<file path="src/htfd_pkg.sv">
// Shared types, constants and the CRC-8 helper for the humidity/temperature frame decoder.
// No dependencies; every other file of the block imports this package.
package htfd_pkg;

   localparam logic [7:0] CRC_INIT = 8'hFF;
   localparam logic [7:0] CRC_POLY = 8'h31;

   // frame record queue between front and back
   localparam int QUEUE_DEPTH = 4;
   localparam int QUEUE_AW    = (QUEUE_DEPTH > 1) ? $clog2(QUEUE_DEPTH) : 1;
   localparam int QUEUE_CW    = $clog2(QUEUE_DEPTH + 1);

   // scaling constants: temp = floor(17500*raw/65535) - 4500, hum = floor(10000*raw/65535)
   localparam logic [14:0]        TEMP_SPAN   = 15'd17500;
   localparam logic [13:0]        HUM_SPAN    = 14'd10000;
   localparam logic [15:0]        WORD_MAX    = 16'hFFFF;
   localparam logic signed [15:0] TEMP_OFFSET = 16'sd4500;

   localparam logic STATUS_OK      = 1'b0;
   localparam logic STATUS_CRC_ERR = 1'b1;

   typedef enum logic [2:0] {
      POS_TEMP_HI,
      POS_TEMP_LO,
      POS_TEMP_CRC,
      POS_HUM_HI,
      POS_HUM_LO,
      POS_HUM_CRC
   } pos_type;

   typedef struct packed {
      logic [7:0] rx_byte;
      logic       frame_start;
   } req_type;

   typedef struct packed {
      logic signed [14:0] temperature_centi;
      logic [13:0]        humidity_centi;
      logic [15:0]        raw_temperature;
      logic [15:0]        raw_humidity;
      logic               status;
   } rsp_type;

   // one complete frame, handed from front to back
   typedef struct packed {
      logic [15:0] raw_temperature;
      logic [15:0] raw_humidity;
      logic        crc_ok;
   } frame_type;

   typedef struct packed {
      logic full;
      logic empty;
   } queue_status_type;

   // CRC-8, MSB first, one byte
   function automatic logic [7:0] crc8_byte(input logic [7:0] crc, input logic [7:0] data);
      logic [7:0] c;
      c = crc ^ data;
      for (int k = 0; k < 8; k++) begin
         c = c[7] ? ({c[6:0], 1'b0} ^ CRC_POLY) : {c[6:0], 1'b0};
      end
      return c;
   endfunction

endpackage

</file>
<file path="src/htfd_front.sv">
// Front end: tracks byte position, assembles both words and checks their CRC bytes.
// Depends on htfd_pkg; pushes one frame_type record per complete frame.
module htfd_front import htfd_pkg::*; (
   input  logic      clock,
   input  logic      reset,
   input  logic      accept,
   input  req_type   req,
   output logic      push_valid,
   output frame_type push_frame
);

   pos_type     pos_ff, pos_in;
   logic [7:0]  crc_ff, crc_in;
   logic [15:0] temp_word_ff, temp_word_in;
   logic [15:0] hum_word_ff, hum_word_in;
   logic        first_good_ff, first_good_in;

   pos_type     pos_eff;
   logic [7:0]  crc_eff;
   logic [7:0]  crc_upd;
   logic [7:0]  crc_fresh;

   // frame start restarts position and CRC before the byte is taken
   assign pos_eff   = req.frame_start ? POS_TEMP_HI : pos_ff;
   assign crc_eff   = req.frame_start ? CRC_INIT : crc_ff;
   assign crc_upd   = crc8_byte(crc_eff, req.rx_byte);
   assign crc_fresh = crc8_byte(CRC_INIT, req.rx_byte);

   // next state
   always_comb begin
      pos_in        = pos_ff;
      crc_in        = crc_ff;
      temp_word_in  = temp_word_ff;
      hum_word_in   = hum_word_ff;
      first_good_in = first_good_ff;
      if (accept) begin
         case (pos_eff)
            POS_TEMP_HI: begin
               temp_word_in = {req.rx_byte, temp_word_ff[7:0]};
               crc_in       = crc_upd;
               pos_in       = POS_TEMP_LO;
            end
            POS_TEMP_LO: begin
               temp_word_in = {temp_word_ff[15:8], req.rx_byte};
               crc_in       = crc_upd;
               pos_in       = POS_TEMP_CRC;
            end
            POS_TEMP_CRC: begin
               first_good_in = (crc_eff == req.rx_byte);
               crc_in        = CRC_INIT;
               pos_in        = POS_HUM_HI;
            end
            POS_HUM_HI: begin
               hum_word_in = {req.rx_byte, hum_word_ff[7:0]};
               crc_in      = crc_upd;
               pos_in      = POS_HUM_LO;
            end
            POS_HUM_LO: begin
               hum_word_in = {hum_word_ff[15:8], req.rx_byte};
               crc_in      = crc_upd;
               pos_in      = POS_HUM_CRC;
            end
            POS_HUM_CRC: begin
               crc_in = CRC_INIT;
               pos_in = POS_TEMP_HI;
            end
            default: begin
               // unused code: taken as the first byte of a frame
               temp_word_in = {req.rx_byte, temp_word_ff[7:0]};
               crc_in       = crc_fresh;
               pos_in       = POS_TEMP_LO;
            end
         endcase
      end
   end

   // outputs
   always_comb begin
      push_valid                 = accept && (pos_eff == POS_HUM_CRC);
      push_frame.raw_temperature = temp_word_ff;
      push_frame.raw_humidity    = hum_word_ff;
      push_frame.crc_ok          = first_good_ff && (crc_eff == req.rx_byte);
   end

   always_ff @(posedge clock) begin
      if (reset) begin
         pos_ff        <= POS_TEMP_HI;
         crc_ff        <= CRC_INIT;
         temp_word_ff  <= '0;
         hum_word_ff   <= '0;
         first_good_ff <= 1'b0;
      end else begin
         pos_ff        <= pos_in;
         crc_ff        <= crc_in;
         temp_word_ff  <= temp_word_in;
         hum_word_ff   <= hum_word_in;
         first_good_ff <= first_good_in;
      end
   end

endmodule

</file>
<file path="src/htfd_queue.sv">
// Small flop-based FIFO of frame records between the front and the back end.
// Depends on htfd_pkg for frame_type and the queue sizing constants.
module htfd_queue import htfd_pkg::*; (
   input  logic             clock,
   input  logic             reset,
   input  logic             push_valid,
   input  frame_type        push_frame,
   input  logic             pop_ready,
   output logic             pop_valid,
   output frame_type        pop_frame,
   output queue_status_type status
);

   frame_type                 slot_ff [QUEUE_DEPTH];
   logic [QUEUE_AW-1:0]       wr_ptr_ff, wr_ptr_in;
   logic [QUEUE_AW-1:0]       rd_ptr_ff, rd_ptr_in;
   logic [QUEUE_CW-1:0]       count_ff, count_in;
   logic                      do_push, do_pop;

   localparam logic [QUEUE_AW-1:0] LAST_SLOT = QUEUE_AW'(QUEUE_DEPTH - 1);
   localparam logic [QUEUE_CW-1:0] FULL_CNT  = QUEUE_CW'(QUEUE_DEPTH);

   assign status.full  = (count_ff == FULL_CNT);
   assign status.empty = (count_ff == '0);
   assign pop_valid    = !status.empty;
   assign pop_frame    = slot_ff[rd_ptr_ff];
   assign do_push      = push_valid && !status.full;
   assign do_pop       = pop_ready && pop_valid;

   always_comb begin
      wr_ptr_in = wr_ptr_ff;
      rd_ptr_in = rd_ptr_ff;
      count_in  = count_ff;
      if (do_push) begin
         wr_ptr_in = (wr_ptr_ff == LAST_SLOT) ? '0 : wr_ptr_ff + 1'b1;
      end
      if (do_pop) begin
         rd_ptr_in = (rd_ptr_ff == LAST_SLOT) ? '0 : rd_ptr_ff + 1'b1;
      end
      if (do_push && !do_pop) begin
         count_in = count_ff + 1'b1;
      end else if (do_pop && !do_push) begin
         count_in = count_ff - 1'b1;
      end
   end

   always_ff @(posedge clock) begin
      if (reset) begin
         wr_ptr_ff <= '0;
         rd_ptr_ff <= '0;
         count_ff  <= '0;
      end else begin
         wr_ptr_ff <= wr_ptr_in;
         rd_ptr_ff <= rd_ptr_in;
         count_ff  <= count_in;
      end
   end

   always_ff @(posedge clock) begin
      if (do_push) begin
         slot_ff[wr_ptr_ff] <= push_frame;
      end
   end

endmodule

</file>
<file path="src/htfd_scale.sv">
// Back end: scales both raw words (multiply stage, reciprocal-of-65535 stage) into the
// result register. Depends on htfd_pkg for frame_type, rsp_type and the scaling constants.
module htfd_scale import htfd_pkg::*; (
   input  logic      clock,
   input  logic      reset,
   input  logic      frame_valid,
   input  frame_type frame,
   output logic      frame_ready,
   output logic      rsp_valid,
   input  logic      rsp_stall,
   output rsp_type   rsp_payload
);

   // stage 1: products
   logic        s1_valid_ff, s1_valid_in;
   logic [30:0] t_prod_ff, t_prod_in;
   logic [29:0] h_prod_ff, h_prod_in;
   logic [15:0] s1_raw_t_ff, s1_raw_h_ff;
   logic        s1_ok_ff;

   // stage 2: result register
   logic        rsp_valid_ff, rsp_valid_in;
   rsp_type     rsp_ff, rsp_in;

   logic        advance;

   logic [14:0]        t_est, t_q;
   logic [16:0]        t_rem;
   logic signed [15:0] t_diff;
   logic [13:0]        h_est, h_q;
   logic [16:0]        h_rem;

   // the whole pipe moves unless a finished result is held by the receiver
   assign advance     = !rsp_valid_ff || !rsp_stall;
   assign frame_ready = advance;

   assign t_prod_in   = {15'd0, frame.raw_temperature} * {16'd0, TEMP_SPAN};
   assign h_prod_in   = {14'd0, frame.raw_humidity} * {16'd0, HUM_SPAN};
   assign s1_valid_in = advance ? frame_valid : s1_valid_ff;

   // x/65535 = x/65536 + correction; remainder stays below 2*65535
   always_comb begin
      t_est  = t_prod_ff[30:16];
      t_rem  = {1'b0, t_prod_ff[15:0]} + {2'b00, t_est};
      t_q    = (t_rem >= {1'b0, WORD_MAX}) ? t_est + 15'd1 : t_est;
      t_diff = $signed({1'b0, t_q}) - TEMP_OFFSET;

      h_est  = h_prod_ff[29:16];
      h_rem  = {1'b0, h_prod_ff[15:0]} + {3'b000, h_est};
      h_q    = (h_rem >= {1'b0, WORD_MAX}) ? h_est + 14'd1 : h_est;

      rsp_in.raw_temperature = s1_raw_t_ff;
      rsp_in.raw_humidity    = s1_raw_h_ff;
      if (s1_ok_ff) begin
         rsp_in.temperature_centi = t_diff[14:0];
         rsp_in.humidity_centi    = h_q;
         rsp_in.status            = STATUS_OK;
      end else begin
         rsp_in.temperature_centi = '0;
         rsp_in.humidity_centi    = '0;
         rsp_in.status            = STATUS_CRC_ERR;
      end
   end

   assign rsp_valid_in = advance ? s1_valid_ff : rsp_valid_ff;

   always_ff @(posedge clock) begin
      if (reset) begin
         s1_valid_ff  <= 1'b0;
         rsp_valid_ff <= 1'b0;
      end else begin
         s1_valid_ff  <= s1_valid_in;
         rsp_valid_ff <= rsp_valid_in;
      end
   end

   always_ff @(posedge clock) begin
      if (advance) begin
         t_prod_ff   <= t_prod_in;
         h_prod_ff   <= h_prod_in;
         s1_raw_t_ff <= frame.raw_temperature;
         s1_raw_h_ff <= frame.raw_humidity;
         s1_ok_ff    <= frame.crc_ok;
         rsp_ff      <= rsp_in;
      end
   end

   assign rsp_valid   = rsp_valid_ff;
   assign rsp_payload = rsp_ff;

endmodule

</file>
<file path="src/humidity_temp_frame_decoder.sv">
// Humidity/temperature sensor frame decoder.
// Channels: req_ (one frame byte per transfer, req_payload.frame_start marks byte one) and
//   rsp_ (one decoded frame per transfer). A transfer happens on a rising edge with valid
//   high and stall low; the receiving side drives stall.
// Frame: temp MSB, temp LSB, temp CRC, hum MSB, hum LSB, hum CRC. CRC-8 poly 0x31,
//   init 0xFF. Only the sixth byte yields a result; frame_start in mid frame drops the
//   partial frame. On a CRC mismatch status is set and both scaled values read zero.
// Throughput: one byte per cycle while req_stall is low. A frame passes the queue, the
//   multiply stage and the result register in that order after its sixth byte is taken.
// Stall: while rsp_stall holds a result, the scaling pipe freezes and completed frames
//   collect in a four-entry queue; req_stall rises only when that queue is full, so bytes
//   that do not complete a frame keep flowing until then.
// Reset (synchronous, active high): byte position to the first byte, CRC to 0xFF, words
//   and the first-CRC flag cleared, queue and pipe emptied, rsp_valid low.
// Depends on htfd_pkg, htfd_front, htfd_queue, htfd_scale.
module humidity_temp_frame_decoder import htfd_pkg::*; (
   input  logic    clock,
   input  logic    reset,
   input  logic    req_valid,
   output logic    req_stall,
   input  req_type req_payload,
   output logic    rsp_valid,
   input  logic    rsp_stall,
   output rsp_type rsp_payload
);

   logic             req_accept;
   logic             push_valid;
   frame_type        push_frame;
   logic             pop_valid;
   logic             pop_ready;
   frame_type        pop_frame;
   queue_status_type q_status;

   // a full queue stalls the byte stream; the front never pushes into a full queue
   assign req_stall  = q_status.full;
   assign req_accept = req_valid && !req_stall;

   // front: position tracking, word assembly, CRC check
   htfd_front u_front (
      .clock      (clock),
      .reset      (reset),
      .accept     (req_accept),
      .req        (req_payload),
      .push_valid (push_valid),
      .push_frame (push_frame)
   );

   // decoupling queue of complete frames
   htfd_queue u_queue (
      .clock      (clock),
      .reset      (reset),
      .push_valid (push_valid),
      .push_frame (push_frame),
      .pop_ready  (pop_ready),
      .pop_valid  (pop_valid),
      .pop_frame  (pop_frame),
      .status     (q_status)
   );

   // back: scaling pipe and result register
   htfd_scale u_scale (
      .clock       (clock),
      .reset       (reset),
      .frame_valid (pop_valid),
      .frame       (pop_frame),
      .frame_ready (pop_ready),
      .rsp_valid   (rsp_valid),
      .rsp_stall   (rsp_stall),
      .rsp_payload (rsp_payload)
   );

`ifndef SYNTHESIS
   // a completed frame is never dropped at the queue
   a_no_push_when_full: assert property (@(posedge clock) disable iff (reset)
      push_valid |-> !q_status.full)
      else $error("frame pushed into full queue");

   // a failed frame carries zeroed scaled values
   a_err_zeroes: assert property (@(posedge clock) disable iff (reset)
      (rsp_valid && rsp_payload.status == STATUS_CRC_ERR) |->
      (rsp_payload.temperature_centi == '0 && rsp_payload.humidity_centi == '0))
      else $error("CRC error result with nonzero values");

   // scaled humidity stays within 0..100.00 percent
   a_hum_range: assert property (@(posedge clock) disable iff (reset)
      rsp_valid |-> (rsp_payload.humidity_centi <= 14'd10000))
      else $error("humidity out of range");

   // nothing comes out right after reset
   a_reset_quiet: assert property (@(posedge clock)
      $past(reset) |-> !rsp_valid)
      else $error("result valid after reset");
`endif

endmodule
</file>
<file path="config.mk">
export PLATFORM = sky130hd
export DESIGN_NAME = humidity_temp_frame_decoder
export DESIGN_NICKNAME = d
export VERILOG_FILES = /design/src/htfd_pkg.sv /design/src/htfd_front.sv /design/src/htfd_queue.sv /design/src/htfd_scale.sv /design/src/humidity_temp_frame_decoder.sv
export SDC_FILE = /design/constraint.sdc
export NUM_CORES = 1
export LEC_CHECK = 0
export ABC_AREA = 1
export BUFFER_PORTS_ARGS = -buffer_cell sky130_fd_sc_hd__buf_2
export CELL_PAD_IN_SITES_DETAIL_PLACEMENT = 0
export CELL_PAD_IN_SITES_GLOBAL_PLACEMENT = 1
export CORE_MARGIN = 2
export CORE_UTILIZATION = 43
export CTS_CLUSTER_DIAMETER = 200
export DETAILED_ROUTE_END_ITERATION = 7
export PLACE_DENSITY_LB_ADDON = 0.1
export SYNTH_ARGS = -nofsm -noshare
export SYNTH_HDL_FRONTEND = slang
export SYNTH_SLANG_ARGS = --single-unit
</file>
<file path="constraint.sdc">
create_clock -name clock -period 5.7 [get_ports clock]
set_clock_uncertainty 0.15 [all_clocks]
set_input_delay 0.855 -clock clock [delete_from_list [all_inputs] [get_ports clock]]
set_output_delay 0.855 -clock clock [all_outputs]
set_load 0.1 [all_outputs]
</file>
==> run_results.csv, run 1 <==
group,metric,value,unit
status,status,"finished, final reports clean",
clock_network,cts_hold_buf,0,
routing,drt_first_pass_iters,5,
min_path,min_path_type,"flop to flop",
grt,antenna_found_initial,1,
floorplanning,num_io_pins,77,
floorplanning,rows,79,
synth,synth-main-ff-cell,"edfxtp_1",
grt,grt_pass1_vias,13410,
clock_network,cts_buffers,39,
layout,final_util,50.03,%
layout,final_common_cell,"inv_1",
layout,n_antenna_cell,0,
worst_setup_path,arrival,5.51,ns
synth,synth-seq-cells,332,
routing,routed_via_density,4.807,
worst_setup_path,r2r_cells,22,
sta,setup_viol_count_final,0,
clock_network,cts_root_buf,"clkbuf_16",
routing,wire_per_inst,15.39,um
floorplanning,initial_core_util,43.30,%
grt,grt_max_degree,76,
grt,grt.total_usage,18.27,%
placed_design,post-dp-hpwl,31440,um
synth,synth_async_sr_flop_share,0,%
sta,rsz0062_at_grt,"false",
run,drv_cap,0,
placed_design,routabilityCongestion,0.8416,
synth,yosysWarningCount,0,
clock_network,cts_sinks,332,
sta,hold_viol,0,
min_path,hold_path_depth,0,
sta,fin_hold_ws,0.2633,ns
worst_setup_path,start_kind,"flop",
placed_design,port_buffers,76,
routing,vias,13280,
sta,slew_headroom,36.67,%
clock_network,h-tree-depth,2,
routing,final_antenna_net_count,0,
routing,drc,0,
sta,fmax,0.1866,GHz
clock_network,clk_pin_slew,0.06,ns
synth,syn_area_per_cell,10.20,um2
routing,drtIter0Drc,637,
worst_setup_path,required,5.85,ns
sta,fin_crit_sh,94.04,%
synth,synth_edf_count,277,
floorplanning,coreArea,46360,um2
floorplanning,die_area,48430,um2
placed_design,placedCellCount,2688,
worst_setup_path,worst-setup-path-type,"flop to flop",
layout,final_cells,2762,
sta,finalCriticalPeriod,5.360,ns
sta,slew_viol_final,0,
layout,layout_common_cells,"inv_1 (316), nand2_1 (277), edfxtp_1 (277)",
synth,synthesis.nets,2262,
clock_network,insertion_delay,0.55,ns
synth,ys_types,58,
synth,syn-instance-count,1967,
layout,areaGrowthSynthToFinish,15.53,%
floorplanning,fp.dieH,220.1,um
floorplanning,die_x,220.1,um
grt,grt_pass1_wl,69760,um
clock_network,clockBufferDepth,3,
layout,drive_above_1_share,13.97,%
routing,drt_wl_total,42510,um
worst_setup_path,critPathMaxFanout,17,
layout,nNetsFinal,2420,
clock_network,cts_tree,"built",
sta,worst_pin_slew,0.9500,ns
synth,ys_seq_area_share,46.92,%
synth,syn_area,20070,um2
grt,overflow,0,
worst_setup_path,crit_path_end_kind,"flop",
[synth_stat cells (all sizes together), types with 16 or more instances]
cell / count / area [um2]
inv: 325 / 1220
ha: 199 / 2490
nor2: 165 / 663.1
o21ai: 112 / 575.6
nand3: 67 / 365.4
nand2: 298 / 1197
o22ai: 16 / 100.1
nor3: 21 / 105.1
clkbuf: 29 / 108.9
a32oi: 18 / 157.7
a21oi: 134 / 681.9
xor2: 56 / 490.5
dfxtp: 55 / 1101
xnor2: 28 / 245.2
fa: 83 / 1662
edfxtp: 277 / 8318
[flip-flops by register name, indices dropped and copies added, names as in the netlist, named ones only]
name / count
u_queue.slot_ff: 132
u_scale.rsp_payload: 62
u_scale.t_prod_ff: 28
u_scale.h_prod_ff: 22
u_front.hum_word_ff: 16
u_front.temp_word_ff: 16
u_scale.s1_raw_h_ff: 16
u_scale.s1_raw_t_ff: 16
u_front.crc_ff: 8
u_front.pos_ff: 3
u_queue.count_ff: 3
u_queue.rd_ptr_ff: 2
u_queue.wr_ptr_ff: 2
u_front.first_good_ff: 1
u_scale.rsp_valid: 1
u_scale.s1_ok_ff: 1
u_scale.s1_valid_ff: 1
[worst paths after layout]
| kind | start | to | slack [ns] |
|---|---|---|---|
| worst max register to register | flop | u_scale.h_prod_ff[27]$_DFFE_PP_ | 0.34 |
| worst min-delay path | u_scale.s1_raw_h_ff[7]$_DFFE_PP_ | u_scale.rsp_payload[8]$_DFFE_PP_ | 0.26 |
| worst max-delay path | flop | u_scale.h_prod_ff[27]$_DFFE_PP_ | 0.34 |
| worst min register to register | u_scale.s1_raw_h_ff[7]$_DFFE_PP_ | u_scale.rsp_payload[8]$_DFFE_PP_ | 0.26 |
[per-layer routing]
metal | vias to the layer above | part of all wire, % | GRT usage, %
met1 | 6123 | 48 | 24.14
met5 | - | 0 | 0
met4 | 0 | 2.1 | 5.481
met2 | 168 | 47 | 31.14
li1 | 6935 | - | -
met3 | 52 | 3.3 | 2.609
[cell families after synthesis]
group | after synthesis | share of synthesized area, %
simple gates | 587 | 12.85
buf+inv | 368 | 7.019
flops | 332 | 46.92
compound gates | 314 | 8.857
fa+ha+maj | 282 | 20.68
xor+xnor | 84 | 3.665
[timing repair]
item                       in CTS  in global routing
gates resized for setup         0                 23
setup buffers                   0                  1
setup endpoints to repair       0                  8
[critical path, stage by stage (launching register included)]
cell        delay, ns
dfxtp_4          0.39
clkinvlp_4       0.15
buf_12           0.18
o21ai_1          0.14
o22ai_2          0.09
buf_4            0.18
fa_1             0.48
ha_1             0.31
fa_1             0.49
ha_1             0.30
inv_1            0.05
fa_1             0.49
inv_1            0.04
ha_1             0.33
a21oi_1          0.15
nand2_1          0.06
a21oi_1          0.17
o21ai_0          0.13
a21boi_1         0.18
o21ai_0          0.12
a21boi_0         0.22
o21ai_0          0.12
xor2_1           0.16
[stage by stage]
step                      setup TNS [ns]  instance area, um2  setup slack, ns
after detailed placement               0               21790           0.1448
after CTS                              0               23100           0.1336
after global placement                 0               21790           0.1913
after floorplan                  -0.1311               20130          -0.1311
final                                  0               23190           0.3397
after global routing                   0               23190         0.006015
[final cells by class]
class	count	area, um2
clock buffer	50	1121
clock inverter	21	190.2
fill	4288	23170
inverter	327	1231
multi-input combinational	1267	9360
sequential	332	9423
tap	607	759.5
timing repair buffer	158	1106
Power of run 1 is left out: the tool's default activity adds up to more than one toggle a clock period on the data nets, which glitch-free logic cannot reach.
==> run 2, diff against run 1 <==
--- a/config.mk
+++ b/config.mk
@@ -13,7 +13,8 @@
 export CORE_UTILIZATION = 43
 export CTS_CLUSTER_DIAMETER = 200
 export DETAILED_ROUTE_END_ITERATION = 7
-export PLACE_DENSITY_LB_ADDON = 0.1
+export MAX_ROUTING_LAYER = met4
+export PLACE_DENSITY = 0.72
 export SYNTH_ARGS = -nofsm -noshare
 export SYNTH_HDL_FRONTEND = slang
 export SYNTH_SLANG_ARGS = --single-unit
==> run 2 against run 1 <==
  * Via count grew 2.7%
  * Largest cell class is now multi-input gates
  * Clock-buffer cell count shrank 6
  * Register-to-register slack lost 0.06 ns
  * Fmax shrank 1.1%
  * Hold slack gained 0.0052 ns
  * Flip-flop and latch count is the same
  * First-iteration DRC count grew 4.2%
  * Critical path depth grew 2
  * Global-route usage grew 0.20 points
  * Sequential share of layout area shrank 0.47 points
==> run_results.csv, run 2 (same netlist as run 1, synthesis figures left out) <==
group,metric,value,unit
clock_network,clockBufferDepth,3,
worst_setup_path,start_kind,"flop",
min_path,min_path_type,"flop to flop",
clock_network,cts_tree,"built",
routing,routed_via_density,4.914,
clock_network,cts_buffers,38,
placed_design,port_buffers,76,
worst_setup_path,crit_path_end_kind,"flop",
floorplanning,rows,79,
clock_network,clk_pin_slew,0.06,ns
sta,setup_viol_count_final,0,
clock_network,cts_hold_buf,0,
routing,drtIter0Drc,664,
placed_design,routabilityCongestion,0.8723,
grt,overflow,0,
placed_design,post-dp-hpwl,31480,um
sta,fin_hold_ws,0.2685,ns
layout,final_common_cell,"inv_1",
grt,grt_pass1_wl,68960,um
placed_design,dpl_cell_area,21800,um2
grt,grt_max_degree,79,
grt,antenna_found_initial,0,
layout,layout_common_cells,"inv_1 (316), edfxtp_1 (277), nand2_1 (275)",
routing,wire_per_inst,15.46,um
run,drv_cap,0,
floorplanning,die_area,48430,um2
worst_setup_path,worst-setup-path-type,"flop to flop",
sta,fin_crit_sh,95.06,%
clock_network,cts_root_buf,"clkbuf_16",
layout,reg_top3,"u_queue.slot_ff: 132 flops, u_scale.rsp_payload: 62 flops, u_scale.t_prod_ff: 28 flops",
routing,final_antenna_net_count,0,
grt,grt.total_usage,18.48,%
layout,seqCellArea,9423,um2
sta,fmax,0.1846,GHz
floorplanning,initial_core_util,43.30,%
layout,nNetsFinal,2437,
layout,largest_reg_flops,132,
worst_setup_path,r2r_slack,0.28,ns
worst_setup_path,required,5.85,ns
layout,final_cells,2776,
status,status,"finished, final reports clean",
sta,slew_headroom,34.86,%
clock_network,insertion_delay,0.57,ns
floorplanning,num_io_pins,77,
sta,worst_pin_slew,0.9770,ns
sta,slew_viol_final,0,
sta,hold_viol,0,
placed_design,placedCellCount,2695,
routing,drt_wl_total,42910,um
floorplanning,coreArea,46360,um2
sta,finalCriticalPeriod,5.419,ns
layout,n_antenna_cell,0,
routing,vias,13640,
floorplanning,fp.dieH,220.1,um
layout,drive_above_1_share,15.95,%
layout,multiInputGateArea,9559,um2
routing,drc,0,
routing,drt_first_pass_iters,5,
worst_setup_path,critPathMaxFanout,8,
worst_setup_path,arrival,5.57,ns
layout,regMostFlops,"u_queue.slot_ff",
layout,final_cell_area,23460,um2
floorplanning,die_x,220.1,um
min_path,hold_path_startpoint,"u_scale.s1_raw_t_ff[11]$_DFFE_PP_",
clock_network,h-tree-depth,2,
layout,areaGrowthSynthToFinish,16.88,%
layout,fill_cells,4235,
grt,grt_pass1_vias,13570,
clock_network,cts_sinks,332,
## run 2: cell count changes in the layout (fill, tap and decap cells not counted), moves of 4 or more
cell,before,now
a21oi_1,128,118
a21oi_2,6,16
buf_4,74,91
clkinv_4,1,5
ha_1,198,193
ha_4,0,6
nor2_1,153,149
nor2_2,9,13
o21ai_1,12,8
o21ai_2,2,9
## run 2: final cells by class
type | count | share of cell area [%]
clock buffers | 44 | 4.277
well taps | 607 | 3.237
inverters | 327 | 5.248
flip-flops and latches | 332 | 40.16
clock inverters | 23 | 1.077
multi-input cells | 1267 | 40.74
repair buffers | 176 | 5.253
## run 2: critical path: stages (launching register included)
cell and delay [ns]:
dfxtp_4 0.37, clkinvlp_4 0.22, buf_12 0.23, nor2_1 0.11
o22ai_2 0.12, buf_4 0.18, fa_1 0.47, ha_1 0.31
fa_1 0.48, ha_1 0.29, inv_1 0.05, fa_1 0.49
inv_1 0.06, ha_4 0.26, a21oi_2 0.14, o21ai_1 0.07
a21o_1 0.18, a21oi_2 0.13, o21bai_1 0.11, nand2_1 0.07
nand2_1 0.07, a21oi_2 0.21, o21bai_1 0.13, a21oi_1 0.19
xor2_1 0.08
## run 2: per-layer routing
metal	routed length, um	vias up	track usage [%]
li1	-	6969	-
met1	20080	6440	23.74
met2	20690	186	31.09
met3	1445	47	2.388
met4	693	0	4.519
met5	0	-	-
## run 2: final timing paths
kind | endpoint | cells after the start
setup reg to reg | u_scale.h_prod_ff[28]$_DFFE_PP_ | 24
hold / removal | u_scale.rsp_payload[28]$_DFFE_PP_ | 0
setup / recovery | u_scale.h_prod_ff[28]$_DFFE_PP_ | 24
hold reg to reg | u_scale.rsp_payload[28]$_DFFE_PP_ | 0
## run 2: timing repair
| item | in CTS | in global routing |
|---|---|---|
| setup endpoints to repair | 0 | 11 |
| buffers inserted | 0 | 9 |
| gates resized for setup | 0 | 64 |
## run 2: stage by stage
stage	setup slack, ns	util [%]	setup TNS [ns]
floorplan	-0.1311	-	-0.1311
global placement	0.2969	47.03	0
detailed placement	0.1558	47.03	0
CTS	0.1526	49.74	0
global route	-0.01417	50.61	-0.03181
finish	0.2814	50.61	0
Power of run 2 is left out for the same reason.
